--- src/design/ihq_pkg.sv ---
// ----------------------------------------------------------------------------
// ihq_pkg
// Shared types and constants for the indexed max-heap queue.
// ----------------------------------------------------------------------------
package ihq_pkg;

    localparam int DEFAULT_CAPACITY = 64;
    localparam int DEFAULT_KEY_BITS = 32;
    localparam int ID_BITS          = 6;
    localparam int ID_COUNT         = 64;
    localparam int IN_KEY_BITS      = 32;
    localparam int STATUS_BITS      = 3;
    localparam int COUNT_BITS       = 7;

    // operation codes
    localparam logic [1:0] FUNC_PUSH  = 2'd0;
    localparam logic [1:0] FUNC_POP   = 2'd1;
    localparam logic [1:0] FUNC_RAISE = 2'd2;
    localparam logic [1:0] FUNC_LOWER = 2'd3;

    // status codes
    localparam logic [STATUS_BITS-1:0] ST_OK      = 3'd0;
    localparam logic [STATUS_BITS-1:0] ST_FULL    = 3'd1;
    localparam logic [STATUS_BITS-1:0] ST_EMPTY   = 3'd2;
    localparam logic [STATUS_BITS-1:0] ST_UNKNOWN = 3'd3;
    localparam logic [STATUS_BITS-1:0] ST_DUP     = 3'd4;

    typedef enum logic [3:0] {
        S_IDLE,
        S_MAP_RD,
        S_LAST_RD,
        S_UP_REQ,
        S_UP_CMP,
        S_DN_REQ,
        S_DN_L,
        S_DN_R,
        S_FIN,
        S_RESP
    } t_state;

endpackage

--- src/design/indexed_max_heap_queue_top.sv ---
// Push climbs the heap level by level (read parent, compare), raise-key after a slot lookup;
// pop and lower-key descend level by level, reading the left and then the right child.
// Throughput: one word at a time; the sift loop over the heap RAM read port sets it.
// Reset clears the count, the id valid bits and the handshake state at once;
// the heap and slot-map RAMs are not cleared and need no clearing pass.
// ----------------------------------------------------------------------------
// indexed_max_heap_queue_top
// Binary max-heap of (id, key) entries with an id-to-slot map, both in RAM.
// ----------------------------------------------------------------------------
module indexed_max_heap_queue_top #(
    parameter int CAPACITY = ihq_pkg::DEFAULT_CAPACITY,
    parameter int KEY_BITS = ihq_pkg::DEFAULT_KEY_BITS
) (
    input  logic                                  i_clk,
    input  logic                                  i_rst_n,
    input  logic                                  i_in_valid,
    output logic                                  o_in_ready,
    input  logic [1:0]                            i_func,
    input  logic [ihq_pkg::ID_BITS-1:0]           i_beacon_id,
    input  logic signed [ihq_pkg::IN_KEY_BITS-1:0] i_new_key,
    output logic                                  o_out_valid,
    input  logic                                  i_out_ready,
    output logic [ihq_pkg::STATUS_BITS-1:0]       o_status,
    output logic                                  o_top_valid,
    output logic [ihq_pkg::ID_BITS-1:0]           o_top_id,
    output logic signed [ihq_pkg::IN_KEY_BITS-1:0] o_top_key,
    output logic [ihq_pkg::COUNT_BITS-1:0]        o_entry_count
);

    import ihq_pkg::*;

    localparam int DEPTH = (CAPACITY < ID_COUNT) ? CAPACITY : ID_COUNT;
    localparam int AW    = $clog2(DEPTH);
    localparam int CW    = $clog2(DEPTH + 1);
    localparam int EW    = ID_BITS + KEY_BITS;

    // control registers
    t_state                  r_state, n_state;
    logic [CW-1:0]           r_count, n_count;
    logic [ID_COUNT-1:0]     r_id_valid, n_id_valid;
    logic                    r_ov, n_ov;

    // payload registers
    logic [1:0]              r_func, n_func;
    logic [ID_BITS-1:0]      r_cur_id, n_cur_id;
    logic signed [KEY_BITS-1:0] r_cur_key, n_cur_key;
    logic [AW-1:0]           r_cur_slot, n_cur_slot;
    logic [ID_BITS-1:0]      r_left_id, n_left_id;
    logic signed [KEY_BITS-1:0] r_left_key, n_left_key;
    logic                    r_has_r, n_has_r;
    logic [STATUS_BITS-1:0]  r_status, n_status;
    logic [ID_BITS-1:0]      r_top_id, n_top_id;
    logic signed [KEY_BITS-1:0] r_top_key, n_top_key;
    logic [STATUS_BITS-1:0]  r_o_status, n_o_status;
    logic                    r_o_top_valid, n_o_top_valid;
    logic [ID_BITS-1:0]      r_o_top_id, n_o_top_id;
    logic signed [IN_KEY_BITS-1:0] r_o_top_key, n_o_top_key;
    logic [COUNT_BITS-1:0]   r_o_count, n_o_count;

    // memory ports
    logic                    heap_we, heap_re;
    logic [AW-1:0]           heap_waddr, heap_raddr;
    logic [EW-1:0]           heap_wdata, heap_rdata;
    logic                    map_we, map_re;
    logic [ID_BITS-1:0]      map_waddr;
    logic [AW-1:0]           map_wdata, map_rdata;

    // helpers
    logic [AW:0]             left_idx, right_idx, count_x, map_slot_x;
    logic [ID_BITS-1:0]      rd_id;
    logic signed [KEY_BITS-1:0] rd_key, in_key;
    logic [AW-1:0]           parent_idx;
    logic                    take_l, take_r;

    ihq_ram #(.WIDTH(EW), .DEPTH(DEPTH)) u_heap_ram (
        .i_clk     (i_clk),
        .i_wr_en   (heap_we),
        .i_wr_addr (heap_waddr),
        .i_wr_data (heap_wdata),
        .i_rd_en   (heap_re),
        .i_rd_addr (heap_raddr),
        .o_rd_data (heap_rdata)
    );

    ihq_ram #(.WIDTH(AW), .DEPTH(ID_COUNT)) u_map_ram (
        .i_clk     (i_clk),
        .i_wr_en   (map_we),
        .i_wr_addr (map_waddr),
        .i_wr_data (map_wdata),
        .i_rd_en   (map_re),
        .i_rd_addr (i_beacon_id),
        .o_rd_data (map_rdata)
    );

    // index arithmetic and read word split
    assign left_idx   = {r_cur_slot, 1'b1};
    assign right_idx  = left_idx + (AW+1)'(1);
    assign parent_idx = AW'((r_cur_slot - AW'(1)) >> 1);
    assign count_x    = (AW+1)'(r_count);
    assign map_slot_x = {1'b0, map_rdata};
    assign rd_id      = heap_rdata[EW-1 -: ID_BITS];
    assign rd_key     = heap_rdata[KEY_BITS-1:0];
    assign in_key     = KEY_BITS'(i_new_key);

    // sift-down child choice, left first, right only if strictly greater
    assign take_l = r_left_key > r_cur_key;
    assign take_r = r_has_r && (take_l ? (rd_key > r_left_key) : (rd_key > r_cur_key));

    // next state and datapath
    always_comb begin
        n_state       = r_state;
        n_count       = r_count;
        n_id_valid    = r_id_valid;
        n_ov          = r_ov;
        n_func        = r_func;
        n_cur_id      = r_cur_id;
        n_cur_key     = r_cur_key;
        n_cur_slot    = r_cur_slot;
        n_left_id     = r_left_id;
        n_left_key    = r_left_key;
        n_has_r       = r_has_r;
        n_status      = r_status;
        n_top_id      = r_top_id;
        n_top_key     = r_top_key;
        n_o_status    = r_o_status;
        n_o_top_valid = r_o_top_valid;
        n_o_top_id    = r_o_top_id;
        n_o_top_key   = r_o_top_key;
        n_o_count     = r_o_count;
        heap_we       = 1'b0;
        heap_waddr    = r_cur_slot;
        heap_wdata    = {r_cur_id, r_cur_key};
        heap_re       = 1'b0;
        heap_raddr    = parent_idx;
        map_we        = 1'b0;
        map_waddr     = r_cur_id;
        map_wdata     = r_cur_slot;
        map_re        = 1'b0;

        if (r_ov && i_out_ready) begin
            n_ov = 1'b0;
        end

        unique case (r_state)
            S_IDLE: begin
                if (i_in_valid) begin
                    n_func   = i_func;
                    n_cur_id = i_beacon_id;
                    n_cur_key = in_key;
                    n_status = ST_OK;
                    unique case (i_func)
                        FUNC_PUSH: begin
                            if (r_id_valid[i_beacon_id]) begin
                                n_status = ST_DUP;
                                n_state  = S_RESP;
                            end else if (count_x >= (AW+1)'(DEPTH)) begin
                                n_status = ST_FULL;
                                n_state  = S_RESP;
                            end else begin
                                n_id_valid[i_beacon_id] = 1'b1;
                                n_cur_slot = AW'(r_count);
                                n_count    = r_count + CW'(1);
                                n_state    = S_UP_REQ;
                            end
                        end
                        FUNC_POP: begin
                            if (r_count == '0) begin
                                n_status = ST_EMPTY;
                                n_state  = S_RESP;
                            end else begin
                                n_id_valid[r_top_id] = 1'b0;
                                n_count = r_count - CW'(1);
                                if (r_count == CW'(1)) begin
                                    n_state = S_RESP;
                                end else begin
                                    heap_re    = 1'b1;
                                    heap_raddr = AW'(r_count - CW'(1));
                                    n_state    = S_LAST_RD;
                                end
                            end
                        end
                        default: begin
                            map_re  = 1'b1;
                            n_state = S_MAP_RD;
                        end
                    endcase
                end
            end

            // slot lookup for a key change
            S_MAP_RD: begin
                if (!r_id_valid[r_cur_id] || map_slot_x >= count_x) begin
                    n_status = ST_UNKNOWN;
                    n_state  = S_RESP;
                end else begin
                    n_cur_slot = map_rdata;
                    n_state    = (r_func == FUNC_RAISE) ? S_UP_REQ : S_DN_REQ;
                end
            end

            // last entry moves to the root
            S_LAST_RD: begin
                n_cur_id   = rd_id;
                n_cur_key  = rd_key;
                n_cur_slot = '0;
                n_state    = S_DN_REQ;
            end

            S_UP_REQ: begin
                if (r_cur_slot == '0) begin
                    n_state = S_FIN;
                end else begin
                    heap_re = 1'b1;
                    n_state = S_UP_CMP;
                end
            end

            // parent moves down into the hole when strictly smaller
            S_UP_CMP: begin
                if (r_cur_key > rd_key) begin
                    heap_we    = 1'b1;
                    heap_wdata = heap_rdata;
                    map_we     = 1'b1;
                    map_waddr  = rd_id;
                    n_cur_slot = parent_idx;
                    n_state    = S_UP_REQ;
                end else begin
                    n_state = S_FIN;
                end
            end

            S_DN_REQ: begin
                if (left_idx >= count_x) begin
                    n_state = S_FIN;
                end else begin
                    heap_re    = 1'b1;
                    heap_raddr = AW'(left_idx);
                    n_state    = S_DN_L;
                end
            end

            S_DN_L: begin
                n_left_id  = rd_id;
                n_left_key = rd_key;
                n_has_r    = right_idx < count_x;
                heap_re    = right_idx < count_x;
                heap_raddr = AW'(right_idx);
                n_state    = S_DN_R;
            end

            // larger child moves up into the hole when strictly greater than the moving entry
            S_DN_R: begin
                if (take_r) begin
                    heap_we    = 1'b1;
                    heap_wdata = heap_rdata;
                    map_we     = 1'b1;
                    map_waddr  = rd_id;
                    n_cur_slot = AW'(right_idx);
                    n_state    = S_DN_REQ;
                end else if (take_l) begin
                    heap_we    = 1'b1;
                    heap_wdata = {r_left_id, r_left_key};
                    map_we     = 1'b1;
                    map_waddr  = r_left_id;
                    n_cur_slot = AW'(left_idx);
                    n_state    = S_DN_REQ;
                end else begin
                    n_state = S_FIN;
                end
            end

            // moving entry settles in its slot
            S_FIN: begin
                heap_we = 1'b1;
                map_we  = 1'b1;
                n_state = S_RESP;
            end

            S_RESP: begin
                if (!r_ov || i_out_ready) begin
                    n_ov          = 1'b1;
                    n_o_status    = r_status;
                    n_o_top_valid = r_count != '0;
                    n_o_top_id    = (r_count != '0) ? r_top_id : '0;
                    n_o_top_key   = (r_count != '0) ? IN_KEY_BITS'(r_top_key) : '0;
                    n_o_count     = COUNT_BITS'(r_count);
                    n_state       = S_IDLE;
                end
            end

            default: begin
                n_state = S_IDLE;
            end
        endcase

        // root copy follows every write to slot zero
        if (heap_we && heap_waddr == '0) begin
            n_top_id  = heap_wdata[EW-1 -: ID_BITS];
            n_top_key = heap_wdata[KEY_BITS-1:0];
        end
    end

    // control state
    always_ff @(posedge i_clk) begin
        if (!i_rst_n) begin
            r_state    <= S_IDLE;
            r_count    <= '0;
            r_id_valid <= '0;
            r_ov       <= 1'b0;
        end else begin
            r_state    <= n_state;
            r_count    <= n_count;
            r_id_valid <= n_id_valid;
            r_ov       <= n_ov;
        end
    end

    // payload
    always_ff @(posedge i_clk) begin
        r_func        <= n_func;
        r_cur_id      <= n_cur_id;
        r_cur_key     <= n_cur_key;
        r_cur_slot    <= n_cur_slot;
        r_left_id     <= n_left_id;
        r_left_key    <= n_left_key;
        r_has_r       <= n_has_r;
        r_status      <= n_status;
        r_top_id      <= n_top_id;
        r_top_key     <= n_top_key;
        r_o_status    <= n_o_status;
        r_o_top_valid <= n_o_top_valid;
        r_o_top_id    <= n_o_top_id;
        r_o_top_key   <= n_o_top_key;
        r_o_count     <= n_o_count;
    end

    assign o_in_ready    = r_state == S_IDLE;
    assign o_out_valid   = r_ov;
    assign o_status      = r_o_status;
    assign o_top_valid   = r_o_top_valid;
    assign o_top_id      = r_o_top_id;
    assign o_top_key     = r_o_top_key;
    assign o_entry_count = r_o_count;

endmodule

--- src/design/ihq_ram.sv ---
// ----------------------------------------------------------------------------
// ihq_ram
// Generic single write, single read port RAM with registered read data.
// ----------------------------------------------------------------------------
module ihq_ram #(
    parameter int WIDTH = 8,
    parameter int DEPTH = 64
) (
    input  logic                     i_clk,
    input  logic                     i_wr_en,
    input  logic [$clog2(DEPTH)-1:0] i_wr_addr,
    input  logic [WIDTH-1:0]         i_wr_data,
    input  logic                     i_rd_en,
    input  logic [$clog2(DEPTH)-1:0] i_rd_addr,
    output logic [WIDTH-1:0]         o_rd_data
);

    logic [WIDTH-1:0] r_mem [DEPTH];
    logic [WIDTH-1:0] r_rd_data;

    // write port
    always_ff @(posedge i_clk) begin
        if (i_wr_en) begin
            r_mem[i_wr_addr] <= i_wr_data;
        end
    end

    // registered read port
    always_ff @(posedge i_clk) begin
        if (i_rd_en) begin
            r_rd_data <= r_mem[i_rd_addr];
        end
    end

    assign o_rd_data = r_rd_data;

endmodule
--- config.mk ---
export PLATFORM = sky130hd
export DESIGN_NAME = indexed_max_heap_queue_top
export DESIGN_NICKNAME = d
export VERILOG_FILES = /design/src/design/ihq_pkg.sv /design/src/design/indexed_max_heap_queue_top.sv /design/src/design/ihq_ram.sv
export SDC_FILE = /design/constraint.sdc
export NUM_CORES = 2
export LEC_CHECK = 0
export BUFFER_PORTS_ARGS = -buffer_cell sky130_fd_sc_hd__buf_2
export CAP_MARGIN = 20
export CORE_UTILIZATION = 63
export CTS_CLUSTER_DIAMETER = 80
export DETAILED_ROUTE_END_ITERATION = 6
export PLACE_DENSITY = 0.8
export SETUP_SLACK_MARGIN = 0.15
export SYNTH_ARGS = -nofsm -noshare
export SYNTH_HDL_FRONTEND = slang
export SYNTH_SLANG_ARGS = --single-unit
--- constraint.sdc ---
create_clock -name i_clk -period 7.2 [get_ports i_clk]
set_input_delay 0.36 -clock i_clk [delete_from_list [all_inputs] [get_ports i_clk]]
set_output_delay 0.36 -clock i_clk [all_outputs]
set_load 0.01 [all_outputs]
Word-level counts from Yosys, hierarchy flattened
Memories as Yosys holds them, arrays and structs flattened. A register that Yosys moved wholly into a read port is not among the register bits.
Cells that the tools add are included.
- register bits after elaboration: 251
- latch bits: 0
- bits in writable memories: 2816
- ROM bits: 0
- bits of input ports: 44
- output and inout bits: 51
- word-level logic and storage cells: 176
- memories kept: 2
- add/sub/neg operators: 4
- multipliers: 0
- divide/modulo/power cells: 0
- $lt $le $gt $ge: 13
- equality and inequality tests: 24
- shifts and indexed selects: 0
- multiplexer cells: 85
- bitwise operators: 3
- reduce and logical (&&, ||, !) cells: 26
- memories (memory ; depth ; bits a word ; read ports ; clocked after memory_dff ; write ports ; RTL line ; source):
    u_heap_ram.r_mem ; 64 ; 38 ; 1 ; 1 ; 1 ; ihq_ram.sv:18 ; logic [WIDTH-1:0] r_mem [DEPTH];
    u_map_ram.r_mem ; 64 ; 6 ; 1 ; 1 ; 1 ; ihq_ram.sv:18 ;
- operators with widths (cell ; count):
    $mux 64 ; 3
    $gt 32x32->1 ; 4
    $pmux 64 s2 ; 1
    $mux 38 ; 3
    $mux 6 ; 17
    $pmux 38 s2 ; 1
    $and 64x64->64 ; 1
    $not 64->64 ; 1
    $or 64x64->64 ; 1
    $pmux 32 s2 ; 1
    $mux 4 ; 12
    $pmux 4 s10 ; 1
    $mux 32 ; 1
    $pmux 6 s5 ; 1
    $pmux 6 s2 ; 2
    $mux 1 ; 23
    $lt 6x7->1 const B ; 3
    $mux 7 ; 3
    $ne 2x2->1 const B ; 10
    $pmux 6 s3 ; 1
    $eq 4x3->1 const B ; 4
    $add 7x1->7 const B ; 2
    $pmux 7 s2 ; 1
    $bmux 1 s6 ; 2
    37 further kinds ; 56

Depth between registers and ports, before layout
- depth in word-level cells: 8
- gate-level depth with buffers: 17
- mapped depth without buffers: 13

Hierarchy
From an unflattened synthesis, not the netlist that was laid out.
- cells, all modules: 6114
- area, all modules: 123534.7 um2
- by module, submodules not included (module ; times used ; cells an instance ; area each (um2) ; seq. area each (um2)):
    ihq_ram (u_heap_ram) ; 1 ; 3993 ; 93435.9 ; 74171.1
    ihq_ram (u_map_ram) ; 1 ; 720 ; 15285.9 ; 11711.2
    indexed_max_heap_queue_top ; 1 ; 1401 ; 14813.0 ; 6776.5

Worst setup path before layout
No wires, ideal clock.
- path type: register -> register
- start point: register r_cur_key[30]
- end point: register r_top_key[20] (data pin)
- library setup time: 0.575 ns
- arrival: 4.925 ns
- required time: 6.625 ns
- setup slack: 1.700 ns
- cell stages (with the launch flop): 15
- buffers on the path: 2
- clock period less this slack: 5.500 ns
- cell sequence: edfxtp_1 inv_1 ha_1 nand4_1 nor3_1 a221o_1 or3_1 and3_1 nor4b_1 or3_1 buf_6 buf_2 a221oi_1 a21oi_1 a2bb2oi_1
- word-level cells in the longest chain between the ends: 5
- elaborated cells on any way between the ends: 9
- those cells by class: order compare: 3; mux: 5; reduce/logical: 1
- RTL lines (item ; RTL line ; source):
    start: declaration ; indexed_max_heap_queue_top.sv:46 ; logic signed [KEY_BITS-1:0] r_cur_key, n_cur_key;
    start signal: assignment ; indexed_max_heap_queue_top.sv:322 ; r_cur_key <= n_cur_key;
    $gt 32x32->1, on equally long branches ; indexed_max_heap_queue_top.sv:107, indexed_max_heap_queue_top.sv:106 ;
    $mux 1 ; indexed_max_heap_queue_top.sv:107 ; assign take_r = r_has_r && (take_l ? (rd_key > r_left_key) : (rd_key > r_cur_key));
    $logic_and 1x1->1 ; indexed_max_heap_queue_top.sv:107 ;
    $mux 38 ; indexed_max_heap_queue_top.sv:253 ; if (take_r) begin
    $pmux 38 s2 (*) ; indexed_max_heap_queue_top.sv:144 ; unique case (r_state)
    via heap_wdata[20] ; indexed_max_heap_queue_top.sv:63 ; logic [EW-1:0] heap_wdata, heap_rdata;
    end signal: assignment ; indexed_max_heap_queue_top.sv:329 ; r_top_key <= n_top_key;
    end: declaration ; indexed_max_heap_queue_top.sv:53 ; logic signed [KEY_BITS-1:0] r_top_key, n_top_key;
Mark *: on every way through the listed nets, which the timed path passes. The rest lies on a longest branch.
A chain may end at the register's enable or synchronous reset.

Worst setup path after layout
- start point: register r_cur_key[30]
- end point: memory u_heap_ram.r_mem[46][29] in the netlist's numbering (enable)
- word-level cells in the longest chain between the ends: 7
- elaborated cells on any way between the ends: 11
- those cells by class: order compare: 3; mux: 7; reduce/logical: 1
- RTL lines (item ; RTL line ; source):
    $gt 32x32->1, on equally long branches ; indexed_max_heap_queue_top.sv:107, indexed_max_heap_queue_top.sv:106 ;
    $mux 1 ; indexed_max_heap_queue_top.sv:107 ;
    $logic_and 1x1->1 ; indexed_max_heap_queue_top.sv:107 ;
    $mux 1 ; indexed_max_heap_queue_top.sv:253 ;
    $pmux 1 s3 (*) ; indexed_max_heap_queue_top.sv:144 ;
    $mux 1 (*) ; ihq_ram.sv:23 ; if (i_wr_en) begin
    $mux 1 (not written as such) (*) ; ihq_ram.sv:24 ; r_mem[i_wr_addr] <= i_wr_data;
    end: declaration ; ihq_ram.sv:18 ;
Every way passes the cells marked *; elsewhere a longest branch is shown, timed or not.

==> out/results.ini <==
[clock_tree]
clock-sinks=3111
postCtsSetupBuffers=0
htreeDepth=5
cts_made_buffers=318
cts_root_buffer=clkbuf_16
clk_latency_ns=0.97
clk_transition_reported_paths_ns=0.07
tritoncts=yes
cts_buffer_depth=4

[floorplan]
die_x_um=450
design.die.area_mm2=0.203
dieHeight_um=450
rows=164
coreArea_mm2=0.200
initial_core_util=0.634
io-pin-count=95

[timing]
clock_skew_ns=0.101
fin_ws_ns=1.37
finalSetupViolCount=0
finalSetupTns_ns=0
min_period_over_period=0.810
max_freq_mhz=172
holdWs_ns=0.0847
hold_violations=0
post-route-min-period_ns=5.83
slew_viol_final=0
relSlewSlack=0.190
rsz0062_at_grt=no
worst_slew_pin_slew_ns=1.21

[logic_synthesis]
async_flop_share=0
yosysWarnings=0
synth_ff_type=edfxtp_1
synth_edf_count=3035
synth_top_area_frac=0.720
synth.top_cells.by_area=edfxtp_1 (72%), mux2i_1 (9.2%), mux4_2 (3.2%)
avgSynthCellArea_um2=17.5
synth-seq-cells=3111
synth_most_common_cell=edfxtp_1
synth_cell_types=86
synth_fp_nets=7381
syn_inst=7218
synth_top_area_cell=edfxtp_1
netlist_area_mm2=0.127
synth_commonest_cells=edfxtp_1 (3035), mux2i_1 (1161), nand2_1 (319), a22oi_1 (318), mux2_2 (193)
ys_seq_area_frac=0.732

[route]
via_count=72038
wl_per_cell_um=31.9
drtIter0Drc=10398
via_per_inst=6.90
ant_nets=1
wl_mm=333
drt_pass1_iterations=7
drcViolationCount=0

[layout]
post_layout_nonfiller_instances=10435
drive_gt1_frac=0.169
fin_nets=7686
areaGrowthSynthToFinish_pct=12.2
finish.utilization=0.712

[placed_design]
place_ws_ns=1.44
port_buffers=94
dp_hpwl_mm=200
place_congestion=0.943
placed_cells=9818

[run_status]
status=complete, but fails checks
violations=antenna rules

[critical_path]
crit_buf_inv=2
required_ns=7.74
path_max_fanout=38
r2r_start=r_cur_key[30]$_DFFE_PP_
crit_path_max_incr_delay_ns=0.76
cp-end-kind=register
startpoint=r_cur_key[30]$_DFFE_PP_
cp_slowest_cell=nor4_1
path_cells=inv_1 > ha_1 > nand4_1 > nor4_1 > o31ai_1 > and3_1 > o21ai_0 > a21oi_2 > nand2_1 > nand3_1 > nor2_4 > buf_4
path_class=reg2reg
cpLargestDelayFamily=simple AND/OR/NAND/NOR gates
crit_arrival_ns=6.37
crit_path_start_kind=register

[power_and_ir_drop]
p_leak_nw=48.2
p_int_mw=40.5
clkPwrFrac=0.245
p_per_area_mw_per_mm2=456
switching_power_mw=24.3
seqPwrFrac=0.342
swShare=0.375
power_frac_comb=0.412
ir_worst_vdd_v=0.000690

[global_route]
antenna_found_initial=40
overflow=0
grt_pass1_wl_mm=479
grt_pass1_vias=70382
grt_max_degree=137
grt_usage=0.324

[hold_path]
hp-start=i_rst_n
hp-class=in2reg

[flow_run]
cap_violations=0

-- per-stage QoR --
step | area, µm² | total power [mW]
floorplan | 127000 | 39.4
global placement | 132000 | 47.8
detailed placement | 132000 | 48.2
CTS | 142000 | 64.1
global route | 142000 | 66.4
finish | 142000 | 64.8
-- path summary, 6_finish.rpt --
kind	slack, ns	cells after the start	endpoint
setup reg to reg	1.37	12	u_heap_ram.r_mem[46][29]$_DFFE_PP_
hold / removal	0.08	4	r_state[2]$_SDFFE_PN0P_
setup / recovery	1.37	12	u_heap_ram.r_mem[46][29]$_DFFE_PP_
hold reg to reg	0.45	0	o_status[0]$_DFFE_PP_
-- tightest hold or removal path: stages --
cell,delay [ns]
buf_2,0.10
buf_4,0.26
nand2_1,0.18
a31oi_1,0.05
-- layout make-up --
cell class | instances | area [µm²]
Antenna cell | 17 | 42.5
Sequential cell | 3111 | 92700
Multi-Input combinational cell | 3569 | 32200
Fill cell | 11674 | 57600
Tap cell | 2656 | 3320
Clock inverter | 156 | 1380
Timing Repair Buffer | 396 | 3460
Inverter | 127 | 477
Clock buffer | 403 | 8520
-- flip-flops by register name, summed over array words and instances, names as in the netlist, 7 cells and up --
| name | cells |
|---|---|
| u_heap_ram.r_mem | 2432 |
| u_map_ram.r_mem | 384 |
| u_heap_ram.o_rd_data | 38 |
| r_cur_key | 32 |
| o_top_key | 32 |
| o_entry_count | 7 |
| r_top_key | 32 |
| r_left_key | 32 |
| r_id_valid | 64 |
| count_x | 7 |
-- routing by layer --
layer,GRT usage,part of all wire
met2,0.503,0.47
met5,0,0.00078
met4,0.110,0.035
met3,0.0833,0.12
met1,0.452,0.37
-- cells by family after synthesis --
| group | share of synthesized area |
|---|---|
| AOI/OAI and AO/OA | 0.0575 |
| xor gates and xnor gates | 0.00145 |
| adders and majority gates | 0.0118 |
| buffers and inverters | 0.0212 |
| DFF | 0.732 |
| muxes | 0.141 |
| and+or+nand+nor | 0.0355 |
-- cell usage in the layout (no fill, tap or decap), types with 24 or more instances in the layout --
cell and count:
a21oi_1 70, a221oi_1 42, a22o_1 28, a22oi_1 318
a32o_1 33, a32oi_1 77, and2_1 51, and4_1 42
buf_12 48, buf_2 95, buf_4 213, bufinv_16 24
clkbuf_1 72, clkbuf_16 328, clkinv_1 62, clkinv_2 54
dfxtp_1 76, dlygate4sd3_1 36, edfxtp_1 3035, ha_1 119
inv_1 118, mux2_2 193, mux2i_1 1161, mux4_2 179
nand2_1 296, nand3_1 119, nand4_1 70, nor2_1 120
nor2_4 68, nor3_1 27, o211ai_1 172, o21ai_0 86
o22ai_1 36
-- what timing repair did --
item	4_1_cts	5_1_grt
resized for setup	0	0
hold endpoints to repair	46	0
hold buffers	36	0
-- power by group through the flow --
stage	Combinational (mW)	Sequential, mW	Clock (mW)
6_report	26.7	22.2	15.9
3_3_place_gp	25.3	22.5	0
5_1_grt	27.5	22.2	16.7
3_5_place_dp	25.7	22.5	0
2_1_floorplan	16.7	22.7	0
4_1_cts	26.0	22.2	16.0
(Power assumes the default switching activity.)
